**config.mk**
```make
export PLATFORM = sky130hd
export DESIGN_NAME = load_force_conditioner_core_flat
export DESIGN_NICKNAME = d
export VERILOG_FILES = /design/src/design/lfc_pkg.sv /design/src/design/lfc_if.sv /design/src/design/load_force_conditioner_core.sv /design/src/flat_wrapper.sv
export SDC_FILE = /design/constraint.sdc
export NUM_CORES = 2
export LEC_CHECK = 0
export ABC_AREA = 1
export BUFFER_PORTS_ARGS = -buffer_cell sky130_fd_sc_hd__buf_2
export CELL_PAD_IN_SITES_DETAIL_PLACEMENT = 1
export CELL_PAD_IN_SITES_GLOBAL_PLACEMENT = 1
export CORE_MARGIN = 8
export CORE_UTILIZATION = 41
export CTS_BUF_LIST = sky130_fd_sc_hd__clkbuf_8
export CTS_CLUSTER_DIAMETER = 150
export DETAILED_ROUTE_END_ITERATION = 12
export PLACE_DENSITY_LB_ADDON = 0.12
export SYNTH_ARGS = -nofsm -noshare
export SYNTH_HDL_FRONTEND = slang
export SYNTH_SLANG_ARGS = --single-unit
```
**constraint.sdc**
```tcl
create_clock -name clk -period 7.95 [get_ports clk]
set_clock_uncertainty 0.1 [all_clocks]
set_input_delay 1.59 -clock clk [delete_from_list [all_inputs] [get_ports clk]]
set_output_delay 1.59 -clock clk [all_outputs]
set_load 0.01 [all_outputs]
```
**src/design/lfc_pkg.sv**
```systemverilog
// Package for the load force conditioner: word types, ring sizing and the
// fixed-point constants of the force, average and duty paths.
// No dependencies; used by the channel interfaces and the core.
package lfc_pkg;

	// Moving average length (power of two, so the mean is a shift)
	localparam int DEPTH      = 16;
	localparam int DEPTH_LOG2 = $clog2(DEPTH);

	localparam int LOAD_W  = 32;
	localparam int FORCE_W = 38;
	localparam int THR_W   = 37;
	localparam int DUTY_W  = 8;
	localparam int SUM_W   = FORCE_W + DEPTH_LOG2;
	localparam int DIFF_W  = FORCE_W + 1;

	typedef logic signed [LOAD_W-1:0]  load_t;
	typedef logic signed [FORCE_W-1:0] force_t;
	typedef logic        [THR_W-1:0]   thr_t;
	typedef logic        [DUTY_W-1:0]  duty_t;
	typedef logic signed [SUM_W-1:0]   sum_t;
	typedef logic signed [DIFF_W-1:0]  diff_t;
	typedef logic [DEPTH_LOG2-1:0]     ring_idx_t;

	// Grams/256 to micronewtons: (g * 9807) >>> 8
	localparam int            FPROD_W     = LOAD_W + 14;
	localparam int            FORCE_SHIFT = 8;
	localparam logic signed [FPROD_W-1:0] FORCE_MUL = 46'sd9807;

	localparam thr_t THR_RESET = 37'd500000;

	// Force over which duty saturates: 2000 cN = 20 N
	localparam longint CENTI_DIV = 10000;
	localparam longint DUTY_FULL = 2000;
	localparam thr_t   SAT_FORCE = 37'(CENTI_DIV * DUTY_FULL);

	// Below saturation force fits 25 bits; floor(f / 10000) by reciprocal
	localparam int     FLO_W    = 25;
	localparam int     CENTI_K  = 39;
	localparam int     CMUL_W   = 26;
	localparam int     CPROD_W  = FLO_W + CMUL_W;
	localparam int     CENTI_W  = 11;
	localparam longint CENTI_MUL_L = ((64'sd1 <<< CENTI_K) + CENTI_DIV - 1) / CENTI_DIV;
	localparam logic [CMUL_W-1:0] CENTI_MUL = CMUL_W'(CENTI_MUL_L);

	// floor(c * 255 / 2000) by reciprocal, c below 2000
	localparam int     SCALED_W = CENTI_W + 8;
	localparam int     DUTY_K   = 30;
	localparam int     DMUL_W   = 20;
	localparam int     DPROD_W  = SCALED_W + DMUL_W;
	localparam longint DUTY_MUL_L = ((64'sd1 <<< DUTY_K) + DUTY_FULL - 1) / DUTY_FULL;
	localparam logic [DMUL_W-1:0] DUTY_MUL = DMUL_W'(DUTY_MUL_L);
	localparam duty_t DUTY_MAX = 8'd255;

endpackage

```
**src/design/lfc_if.sv**
```systemverilog
// Valid/ready channel interfaces of the load force conditioner: the sample
// word going in and the result word coming out. Depends on lfc_pkg.
interface lfc_load_if;
	import lfc_pkg::*;
	logic  valid;
	logic  ready;
	load_t load_grams;
	modport source (output valid, output load_grams, input ready);
	modport sink (input valid, input load_grams, output ready);
endinterface

interface lfc_result_if;
	import lfc_pkg::*;
	logic   valid;
	logic   ready;
	force_t force_un;
	force_t filtered_un;
	logic   contact;
	duty_t  pwm_duty;
	modport source (output valid, output force_un, output filtered_un, output contact,
		output pwm_duty, input ready);
	modport sink (input valid, input force_un, input filtered_un, input contact,
		input pwm_duty, output ready);
endinterface

```
**src/design/load_force_conditioner_core.sv**
```systemverilog
// Load force conditioner core: force conversion, moving average, contact flag, PWM duty.
// Depends on lfc_pkg and the channel interfaces in lfc_if.sv.
//
// Usage:
//   load_in  : one signed load sample word (1/256 g) per valid/ready handshake.
//   force_out: one result word per sample: force (uN), mean of the last
//              DEPTH forces, contact flag and an 8-bit PWM duty.
//   cfg_we/cfg_wdata: writes the contact threshold (uN); change it only while
//              no sample is in flight.
// Throughput: one sample per cycle unless force_out stalls; the four-stage
//   pipeline (input register, force multiply, ring update with reciprocal
//   divide, accumulate and duty scale) advances as one.
// Stall: while a result waits on force_out, the whole pipeline holds and
//   load_in.ready drops; it follows force_out.ready in the same cycle.
// Reset: clears the ring, running sum and pointer (early means include the
//   zeros) and loads the threshold with 500000 uN.
module load_force_conditioner_core (
	input  logic                clk,
	input  logic                arst_n,
	lfc_load_if.sink            load_in,
	lfc_result_if.source        force_out,
	input  logic                cfg_we,
	input  lfc_pkg::thr_t       cfg_wdata
);
	import lfc_pkg::*;

	logic adv;

	// stage 1
	logic  v_s1;
	load_t load_s1;

	// stage 2
	logic               v_s2;
	force_t             force_s2;
	logic signed [FPROD_W-1:0] fprod;

	// stage 3
	logic                v_s3;
	force_t              force_s3;
	diff_t               diff_s3;
	logic                contact_s3;
	logic                neg_s3;
	logic                sat_s3;
	logic [CENTI_W-1:0]  centi_s3;
	logic [CPROD_W-1:0]  cprod;
	force_t              ring_old;

	// stage 4 (output)
	logic                v_s4;
	force_t              force_s4;
	force_t              filtered_s4;
	logic                contact_s4;
	duty_t               duty_s4;
	sum_t                sum_nxt;
	logic [SCALED_W-1:0] scaled;
	logic [DPROD_W-1:0]  dprod;

	// state
	force_t    force_ring_q [DEPTH];
	ring_idx_t ring_idx_q;
	sum_t      sum_q;
	thr_t      thr_q;

	// Pipeline moves whenever the output word is empty or being taken
	assign adv           = !v_s4 || force_out.ready;
	assign load_in.ready = adv;

	// Threshold register
	always_ff @(posedge clk or negedge arst_n) begin
		if (!arst_n) begin
			thr_q <= THR_RESET;
		end else if (cfg_we) begin
			thr_q <= cfg_wdata;
		end
	end

	// Valid bits
	always_ff @(posedge clk or negedge arst_n) begin
		if (!arst_n) begin
			v_s1 <= 1'b0;
			v_s2 <= 1'b0;
			v_s3 <= 1'b0;
			v_s4 <= 1'b0;
		end else if (adv) begin
			v_s1 <= load_in.valid;
			v_s2 <= v_s1;
			v_s3 <= v_s2;
			v_s4 <= v_s3;
		end
	end

	// Stage 1: input register
	always_ff @(posedge clk) begin
		if (adv && load_in.valid) begin
			load_s1 <= load_in.load_grams;
		end
	end

	// Stage 2: force = floor(g * 9807 / 256)
	assign fprod = $signed({{(FPROD_W-LOAD_W){load_s1[LOAD_W-1]}}, load_s1}) * FORCE_MUL;

	always_ff @(posedge clk) begin
		if (adv && v_s1) begin
			force_s2 <= fprod[FORCE_SHIFT +: FORCE_W];
		end
	end

	// Stage 3: ring swap, contact compare, centinewtons by reciprocal
	assign ring_old = force_ring_q[ring_idx_q];
	assign cprod    = CPROD_W'(force_s2[FLO_W-1:0]) * CPROD_W'(CENTI_MUL);

	always_ff @(posedge clk or negedge arst_n) begin
		if (!arst_n) begin
			for (int i = 0; i < DEPTH; i++) begin
				force_ring_q[i] <= '0;
			end
			ring_idx_q <= '0;
		end else if (adv && v_s2) begin
			force_ring_q[ring_idx_q] <= force_s2;
			if (ring_idx_q == ring_idx_t'(DEPTH - 1)) begin
				ring_idx_q <= '0;
			end else begin
				ring_idx_q <= ring_idx_q + ring_idx_t'(1);
			end
		end
	end

	always_ff @(posedge clk) begin
		if (adv && v_s2) begin
			force_s3   <= force_s2;
			diff_s3    <= DIFF_W'(force_s2) - DIFF_W'(ring_old);
			contact_s3 <= !force_s2[FORCE_W-1] && (force_s2[THR_W-1:0] > thr_q);
			neg_s3     <= force_s2[FORCE_W-1];
			sat_s3     <= !force_s2[FORCE_W-1] && (force_s2[THR_W-1:0] >= SAT_FORCE);
			centi_s3   <= cprod[CENTI_K +: CENTI_W];
		end
	end

	// Stage 4: running sum, floored mean, duty scale and clamp
	assign sum_nxt = sum_q + SUM_W'(diff_s3);
	assign scaled  = {centi_s3, 8'd0} - SCALED_W'(centi_s3);
	assign dprod   = DPROD_W'(scaled) * DPROD_W'(DUTY_MUL);

	always_ff @(posedge clk or negedge arst_n) begin
		if (!arst_n) begin
			sum_q <= '0;
		end else if (adv && v_s3) begin
			sum_q <= sum_nxt;
		end
	end

	always_ff @(posedge clk) begin
		if (adv && v_s3) begin
			force_s4    <= force_s3;
			filtered_s4 <= sum_nxt[DEPTH_LOG2 +: FORCE_W];
			contact_s4  <= contact_s3;
			if (neg_s3) begin
				duty_s4 <= '0;
			end else if (sat_s3) begin
				duty_s4 <= DUTY_MAX;
			end else begin
				duty_s4 <= dprod[DUTY_K +: DUTY_W];
			end
		end
	end

	// Result word
	assign force_out.valid       = v_s4;
	assign force_out.force_un    = force_s4;
	assign force_out.filtered_un = filtered_s4;
	assign force_out.contact     = contact_s4;
	assign force_out.pwm_duty    = duty_s4;

endmodule

```
**src/flat_wrapper.sv**
```systemverilog
// flat-port wrapper written by rule: the top's interface ports become plain ports
module load_force_conditioner_core_flat import lfc_pkg::*;
  (clk, arst_n, cfg_we, cfg_wdata, load_in_valid, load_in_load_grams, load_in_ready, force_out_valid, force_out_force_un, force_out_filtered_un, force_out_contact, force_out_pwm_duty, force_out_ready);
  lfc_load_if load_in_i ();
  lfc_result_if force_out_i ();
  input  logic clk;
  input  logic arst_n;
  input  logic cfg_we;
  input  lfc_pkg::thr_t cfg_wdata;
  input wire logic [$bits(load_in_i.valid)-1:0] load_in_valid;
  input wire logic [$bits(load_in_i.load_grams)-1:0] load_in_load_grams;
  output wire logic [$bits(load_in_i.ready)-1:0] load_in_ready;
  output wire logic [$bits(force_out_i.valid)-1:0] force_out_valid;
  output wire logic [$bits(force_out_i.force_un)-1:0] force_out_force_un;
  output wire logic [$bits(force_out_i.filtered_un)-1:0] force_out_filtered_un;
  output wire logic [$bits(force_out_i.contact)-1:0] force_out_contact;
  output wire logic [$bits(force_out_i.pwm_duty)-1:0] force_out_pwm_duty;
  input wire logic [$bits(force_out_i.ready)-1:0] force_out_ready;
  assign load_in_i.valid = load_in_valid;
  assign load_in_i.load_grams = load_in_load_grams;
  assign load_in_ready = load_in_i.ready;
  assign force_out_valid = force_out_i.valid;
  assign force_out_force_un = force_out_i.force_un;
  assign force_out_filtered_un = force_out_i.filtered_un;
  assign force_out_contact = force_out_i.contact;
  assign force_out_pwm_duty = force_out_i.pwm_duty;
  assign force_out_i.ready = force_out_ready;
  load_force_conditioner_core u_core (.clk(clk), .arst_n(arst_n), .load_in(load_in_i), .force_out(force_out_i), .cfg_we(cfg_we), .cfg_wdata(cfg_wdata));
endmodule
```
# Word-level counts from Yosys, hierarchy flattened
# Index checks and enable logic that the tools add are counted.
# totals
output_inout_bits	87
ram_bits	0
romBits	0
latch_bits	0
mem_count	0
reg_bits	941
wordCells	66
# classes
n_shift	0
n_reduce_logical	10
div_mod_pow	0
n_bitwise	1
order_cmp	4
n_addsub	4
multipliers	3
n_eq_ne	1
n_mux	8
# op_table
op	n
$bwmux 608	1
$bmux 38 s4	1
$demux 38 s4	1
$mux 38	3
$mul 51x25->49 const B	1
$mul 32x15->46 const B	1
$add 42x39->42	1
$sub 38x38->39	1
$mul 19x20->38 const B	1
$ge 37x25->1 const B	1
$gt 37x37->1	1
$sub 19x11->19	1
$mux 8	1
$logic_and 1x1->1	7
$ge 5x5->1 const B	1
$lt 5x1->1 const B	1
$not 4->5	1
$add 4x1->4 const B	1
$eq 4x4->1 const B	1
$mux 4	1
$logic_not 1->1	2
$logic_or 1x1->1	1

# Depth between registers and ports, before layout
# logic_depth
depth_word	6
ltp_mapped	40
mapped_depth_nobuf	40

# Worst setup path before layout
# Ideal clock, no wire load.
# synth_path
kind	reg-to-reg
start	reg u_core.force_s2[24]
end	reg u_core.centi_s3[9], data pin
slack_ns	1.435
path_stages_with_launch	24
setup_ns	0.252
period_less_slack_ns	6.515
n_path_buf	3
arrival_ns	6.163
cell_sequence	edfxtp_1 buf_2 buf_2 buf_1 xnor2_1 ha_1 inv_1 fa_1 fa_1 inv_1 fa_1 inv_1 fa_1 inv_1 fa_1 ha_1 a21oi_1 o21ai_0 a21oi_1 o21ai_0 a211oi_1 nand2_1 nand2_1 nand2_1
# synth_via
elab_chain_cells	1
# synth_lines
element	line	text
start, declared	load_force_conditioner_core.sv:35	force_t force_s2;
start signal, assigned	load_force_conditioner_core.sv:105	force_s2 <= fprod[FORCE_SHIFT +: FORCE_W];
$mul 51x25->49	load_force_conditioner_core.sv:111	assign cprod = CPROD_W'(force_s2[FLO_W-1:0]) * CPROD_W'(CENTI_MUL);
net u_core.cprod[48]	load_force_conditioner_core.sv:46	logic [CPROD_W-1:0] cprod;
end signal, assigned	load_force_conditioner_core.sv:136	centi_s3 <= cprod[CENTI_K +: CENTI_W];
end, declared	load_force_conditioner_core.sv:45	logic [CENTI_W-1:0] centi_s3;
# The timed path passes the listed nets, and every way through them passes these cells.
# A chain may end at the register's enable or synchronous reset.

# Worst setup path in the final report
# layout_path
start	reg u_core.centi_s3[0]
end	reg u_core.duty_s4[7], in the netlist u_core.force_out.pwm_duty[7], data pin
# layout_via
elab_chain_cells	3
# layout_lines
element	line	text
$sub 19x11->19	load_force_conditioner_core.sv:142	assign scaled = {centi_s3, 8'd0} - SCALED_W'(centi_s3);
$mul 19x20->38	load_force_conditioner_core.sv:143	assign dprod = DPROD_W'(scaled) * DPROD_W'(DUTY_MUL);
$mux 8	load_force_conditioner_core.sv:160	end else if (sat_s3) begin
end signal, assigned	load_force_conditioner_core.sv:163	duty_s4 <= dprod[DUTY_K +: DUTY_W];
end, declared	load_force_conditioner_core.sv:54	duty_t duty_s4;
# Every way passes these cells.

==> impl_table.tex <==
\begin{tabular}{lr}
\hline
Metric & Value \\
\hline
\multicolumn{2}{l}{\textbf{GRT}} \\
Wire length of the first global-routing pass & 374,000 um \\
Number of antenna violations at the first check in global routing & 15 \\
Pin count of the biggest net entering global routing & 158 \\
Remaining global-route overflow & 0 \\
Global router's overall resource usage & 0.251 \\
Via count of the first global-routing pass & 62,096 \\
\multicolumn{2}{l}{\textbf{Critical path}} \\
Largest fanout on the critical path & 8 \\
Crit path DAT & 7680 ps \\
Crit path top cell by count & sky130\_fd\_sc\_hd\_\_nand2\_1 \\
Type of element launching the critical path & flip-flop \\
Register-to-Register Setup Slack & 790 ps \\
Total buffers and inverters traversed by the critical path & 5 \\
Critical-path cell with the highest stage delay & sky130\_fd\_sc\_hd\_\_edfxtp\_1 \\
Family with the most delay on the worst path & adder cells \\
Required time at the endpoint of the critical path & 8470 ps \\
Crit path kind & flip-flop to flip-flop \\
Category of the worst setup path capture point & flip-flop \\
Maximum single-stage delay on the critical path & 560 ps \\
\multicolumn{2}{l}{\textbf{Synthesis}} \\
\#FFs+latches synth & 940 \\
Mean instance size in the synthesized netlist & 8.83 um\^{}2 \\
Adder and majority gate portion of the synthesized area & 0.285 \\
Top FF cell, synth & sky130\_fd\_sc\_hd\_\_dfrtp\_1 \\
Cells after synthesis & 8,260 \\
Post-synthesis sequential area ratio & 0.339 \\
Async S/R FF share, synth & 0.739 \\
Share of synthesized area spent on multiplexers & 0.000154 \\
Simple-Gate Fraction of Synth Area & 0.119 \\
Number of enable-type register cells in the synthesized netlist & 245 \\
Total of warnings raised by yosys & 0 \\
Xor/xnor cell area share of the yosys netlist & 0.0189 \\
Synthesized area & 0.0730 mm\^{}2 \\
Share of the synthesized area in compound gates (AO/OA/AOI/OAI) & 0.140 \\
Combinational family with the most area after synthesis & adder cells \\
Number of distinct standard cells referenced by the synthesized netlist & 66 \\
Synthesized netlist net count & 9,648 \\
\multicolumn{2}{l}{\textbf{Finish}} \\
Layout cell share with drive strength beyond 1 & 0.0719 \\
Total area of multi-input combinational cells & 0.0413 mm\^{}2 \\
Synth-to-layout area growth & 9.41\% \\
Footprint of the flip-flops and latches & 0.0248 mm\^{}2 \\
NumNets Final & 9,778 \\
\# fillers & 20,865 \\
\multicolumn{2}{l}{\textbf{STA}} \\
Ratio of final minimum period to clock period & 0.901 \\
Unrepaired setup endpoints after global routing & false \\
Final worst path period need & 7160 ps \\
Setup TNS & 0 ps \\
Upper clock frequency limit & 140 MHz \\
Final setup fails & 0 \\
Worst Tran Pin Value & 1230 ps \\
Pins over their slew limit & 0 \\
Number of failing hold endpoints at the final stage & 0 \\
Slew headroom & 0.180 \\
\multicolumn{2}{l}{\textbf{Run status}} \\
Result of the run & completed \\
\multicolumn{2}{l}{\textbf{Die}} \\
Full die area & 0.192 mm\^{}2 \\
I/O pin count & 161 \\
DIE HEIGHT & 438 um \\
Num rows & 155 \\
Horizontal extent of the die & 438 um \\
Area inside the core boundary & 0.178 mm\^{}2 \\
Initial core utilization & 0.411 \\
\multicolumn{2}{l}{\textbf{Clock tree}} \\
Number of hold-repair buffers added at the cts stage & 0 \\
H-tree lvl count & 4 \\
TritonCTS clock tree & yes \\
Clk root buf & sky130\_fd\_sc\_hd\_\_clkbuf\_8 \\
Post-CTS Setup Repair Bufs & 0 \\
Total CTS buffers & 169 \\
Total of cells resized after clock tree synthesis & 0 \\
Max Root-Sink Buffers & 3 \\
Number of clock sinks & 940 \\
Clock Latency Late Sink & 890 ps \\
Worst-path clk slew & 60 ps \\
\multicolumn{2}{l}{\textbf{Drt}} \\
Detailed-route wire length per cell & 22.2 um \\
Remaining antenna violation count & 0 \\
Vias & 57,176 \\
DRT iter0 DRCs & 3,360 \\
Detailed-router iteration count before antenna repair & 7 \\
Routed WL & 242,000 um \\
\# DRC & 0 \\
Routed via count divided by cell count & 5.26 \\
\multicolumn{2}{l}{\textbf{Placed design}} \\
Total of buffers placed on input and output ports & 160 \\
Routability cong. & 0.910 \\
Sum of net half-perimeters after detailed placement & 179,000 um \\
\multicolumn{2}{l}{\textbf{Job}} \\
Max-cap viol count & 0 \\
\multicolumn{2}{l}{\textbf{Hold path}} \\
Hold Path Class & flip-flop to flip-flop \\
\hline
\end{tabular}
## cell families after synthesis
group	after synthesis
XOR/XNOR	153
adder cells (fa/ha/maj)	1315
multiplexers	1
AND/OR/NAND/NOR	2112
AO/OA/AOI/OAI	1914
buffers and inverters	1825
flip-flops	940
## cell usage after synthesis, types with 107 or more instances
library cell,instances,area share
sky130_fd_sc_hd__dfrtp_1,688,0.24
sky130_fd_sc_hd__nand3_1,120,0.0082
sky130_fd_sc_hd__a21oi_1,779,0.053
sky130_fd_sc_hd__ha_1,737,0.13
sky130_fd_sc_hd__edfxtp_1,245,0.10
sky130_fd_sc_hd__o21ai_0,883,0.061
sky130_fd_sc_hd__fa_1,577,0.16
sky130_fd_sc_hd__xor2_1,107,0.013
sky130_fd_sc_hd__nor2_1,621,0.032
sky130_fd_sc_hd__inv_1,1495,0.077
sky130_fd_sc_hd__nand2_1,1161,0.060
sky130_fd_sc_hd__clkbuf_1,154,0.0079
## cell usage in the layout (no fill, tap or decap), drive strengths merged, types with 13 or more instances in the layout
cell type / n
a2111oi: 13
dfrtp: 688
xnor2: 41
a31oi: 21
nand3: 124
xor2: 112
buf: 273
a21boi: 40
a21oi: 782
fa: 577
nor3: 56
edfxtp: 245
o21bai: 34
or2: 17
nor2: 633
o21ai: 902
nor4: 32
nand4: 45
inv: 1572
clkbuf: 196
ha: 737
a221o: 23
a21o: 23
and2: 14
o22ai: 38
nand2: 1175
o21a: 14
clkinv: 33
## area by class of cell
type / instances / share of cell area
Antenna cell: 2 / 0.0000627
Clock buffer: 196 / 0.0338
Clock inverter: 106 / 0.00860
Inverter: 1511 / 0.0712
Multi-Input combinational cell: 5495 / 0.517
Sequential cell: 940 / 0.310
Tap cell: 2355 / 0.0369
Timing Repair Buffer: 273 / 0.0222
## sequential cells by signal, summed over array words and instances (netlist names)
signal / cells
u_core.force_out.pwm_duty: 8
u_core.ring_idx_q: 4
u_core.v_s3: 1
u_core.force_out.force_un: 38
u_core.force_out.valid: 1
u_core.contact_s3: 1
u_core.force_s2: 38
u_core.neg_s3: 1
u_core.sat_s3: 1
u_core.sum_q: 42
u_core.diff_s3: 39
u_core.thr_q: 37
u_core.centi_s3: 11
u_core.v_s1: 1
u_core.force_ring_q: 608
u_core.v_s2: 1
u_core.force_s3: 37
u_core.force_out.filtered_un: 38
u_core.force_out.contact: 1
u_core.load_s1: 32
## metrics by stage
stage               cells  utilization  cell area (um^2)  hold slack [ps]  setup WS [ps]
global route        10877        0.449             79800              326            256
floorplan            8260            -             73000              300           1430
detailed placement  10574        0.430             76400              306            744
CTS                 10876        0.449             79800              311            701
finish              10878        0.449             79800              316            788
global placement    10574        0.430             76400              303            712
## metal layers
| layer | track usage | vias to the layer above | part of all wire |
|---|---|---|---|
| met5 | 0 | - | 0 |
| met4 | 0.0752 | 0 | 0.031 |
| met3 | 0.0347 | 309 | 0.046 |
| met2 | 0.415 | 1126 | 0.46 |
| met1 | 0.345 | 28921 | 0.46 |
| li1 | - | 26820 | - |
## worst register-to-register path, delay by kind of cell (launching register included)
kind	cells	cell delay, ps
XOR/XNOR	1	320
flip-flops	1	560
buffers and inverters	5	480
adder cells (fa/ha/maj)	9	3840
AO/OA/AOI/OAI	2	320
AND/OR/NAND/NOR	15	1270
## path summary, 6_finish.rpt
path / startpoint / endpoint / cells after the start
worst max-delay path: u_core.centi_s3[0] / u_core.force_out.pwm_duty[7] / 32
max in group asynchronous: arst_n / u_core.force_ring_q[466] / 3
min in group asynchronous: arst_n / u_core.sum_q[36] / 1
worst min-delay path: u_core.force_s3[31] / u_core.force_out.force_un[31] / 0
worst max register to register: u_core.centi_s3[0] / u_core.force_out.pwm_duty[7] / 32
worst min register to register: u_core.force_s3[31] / u_core.force_out.force_un[31] / 0
Power is not shown: default switching activity piles up to over one toggle a cycle in this logic, so the estimate is an artifact.
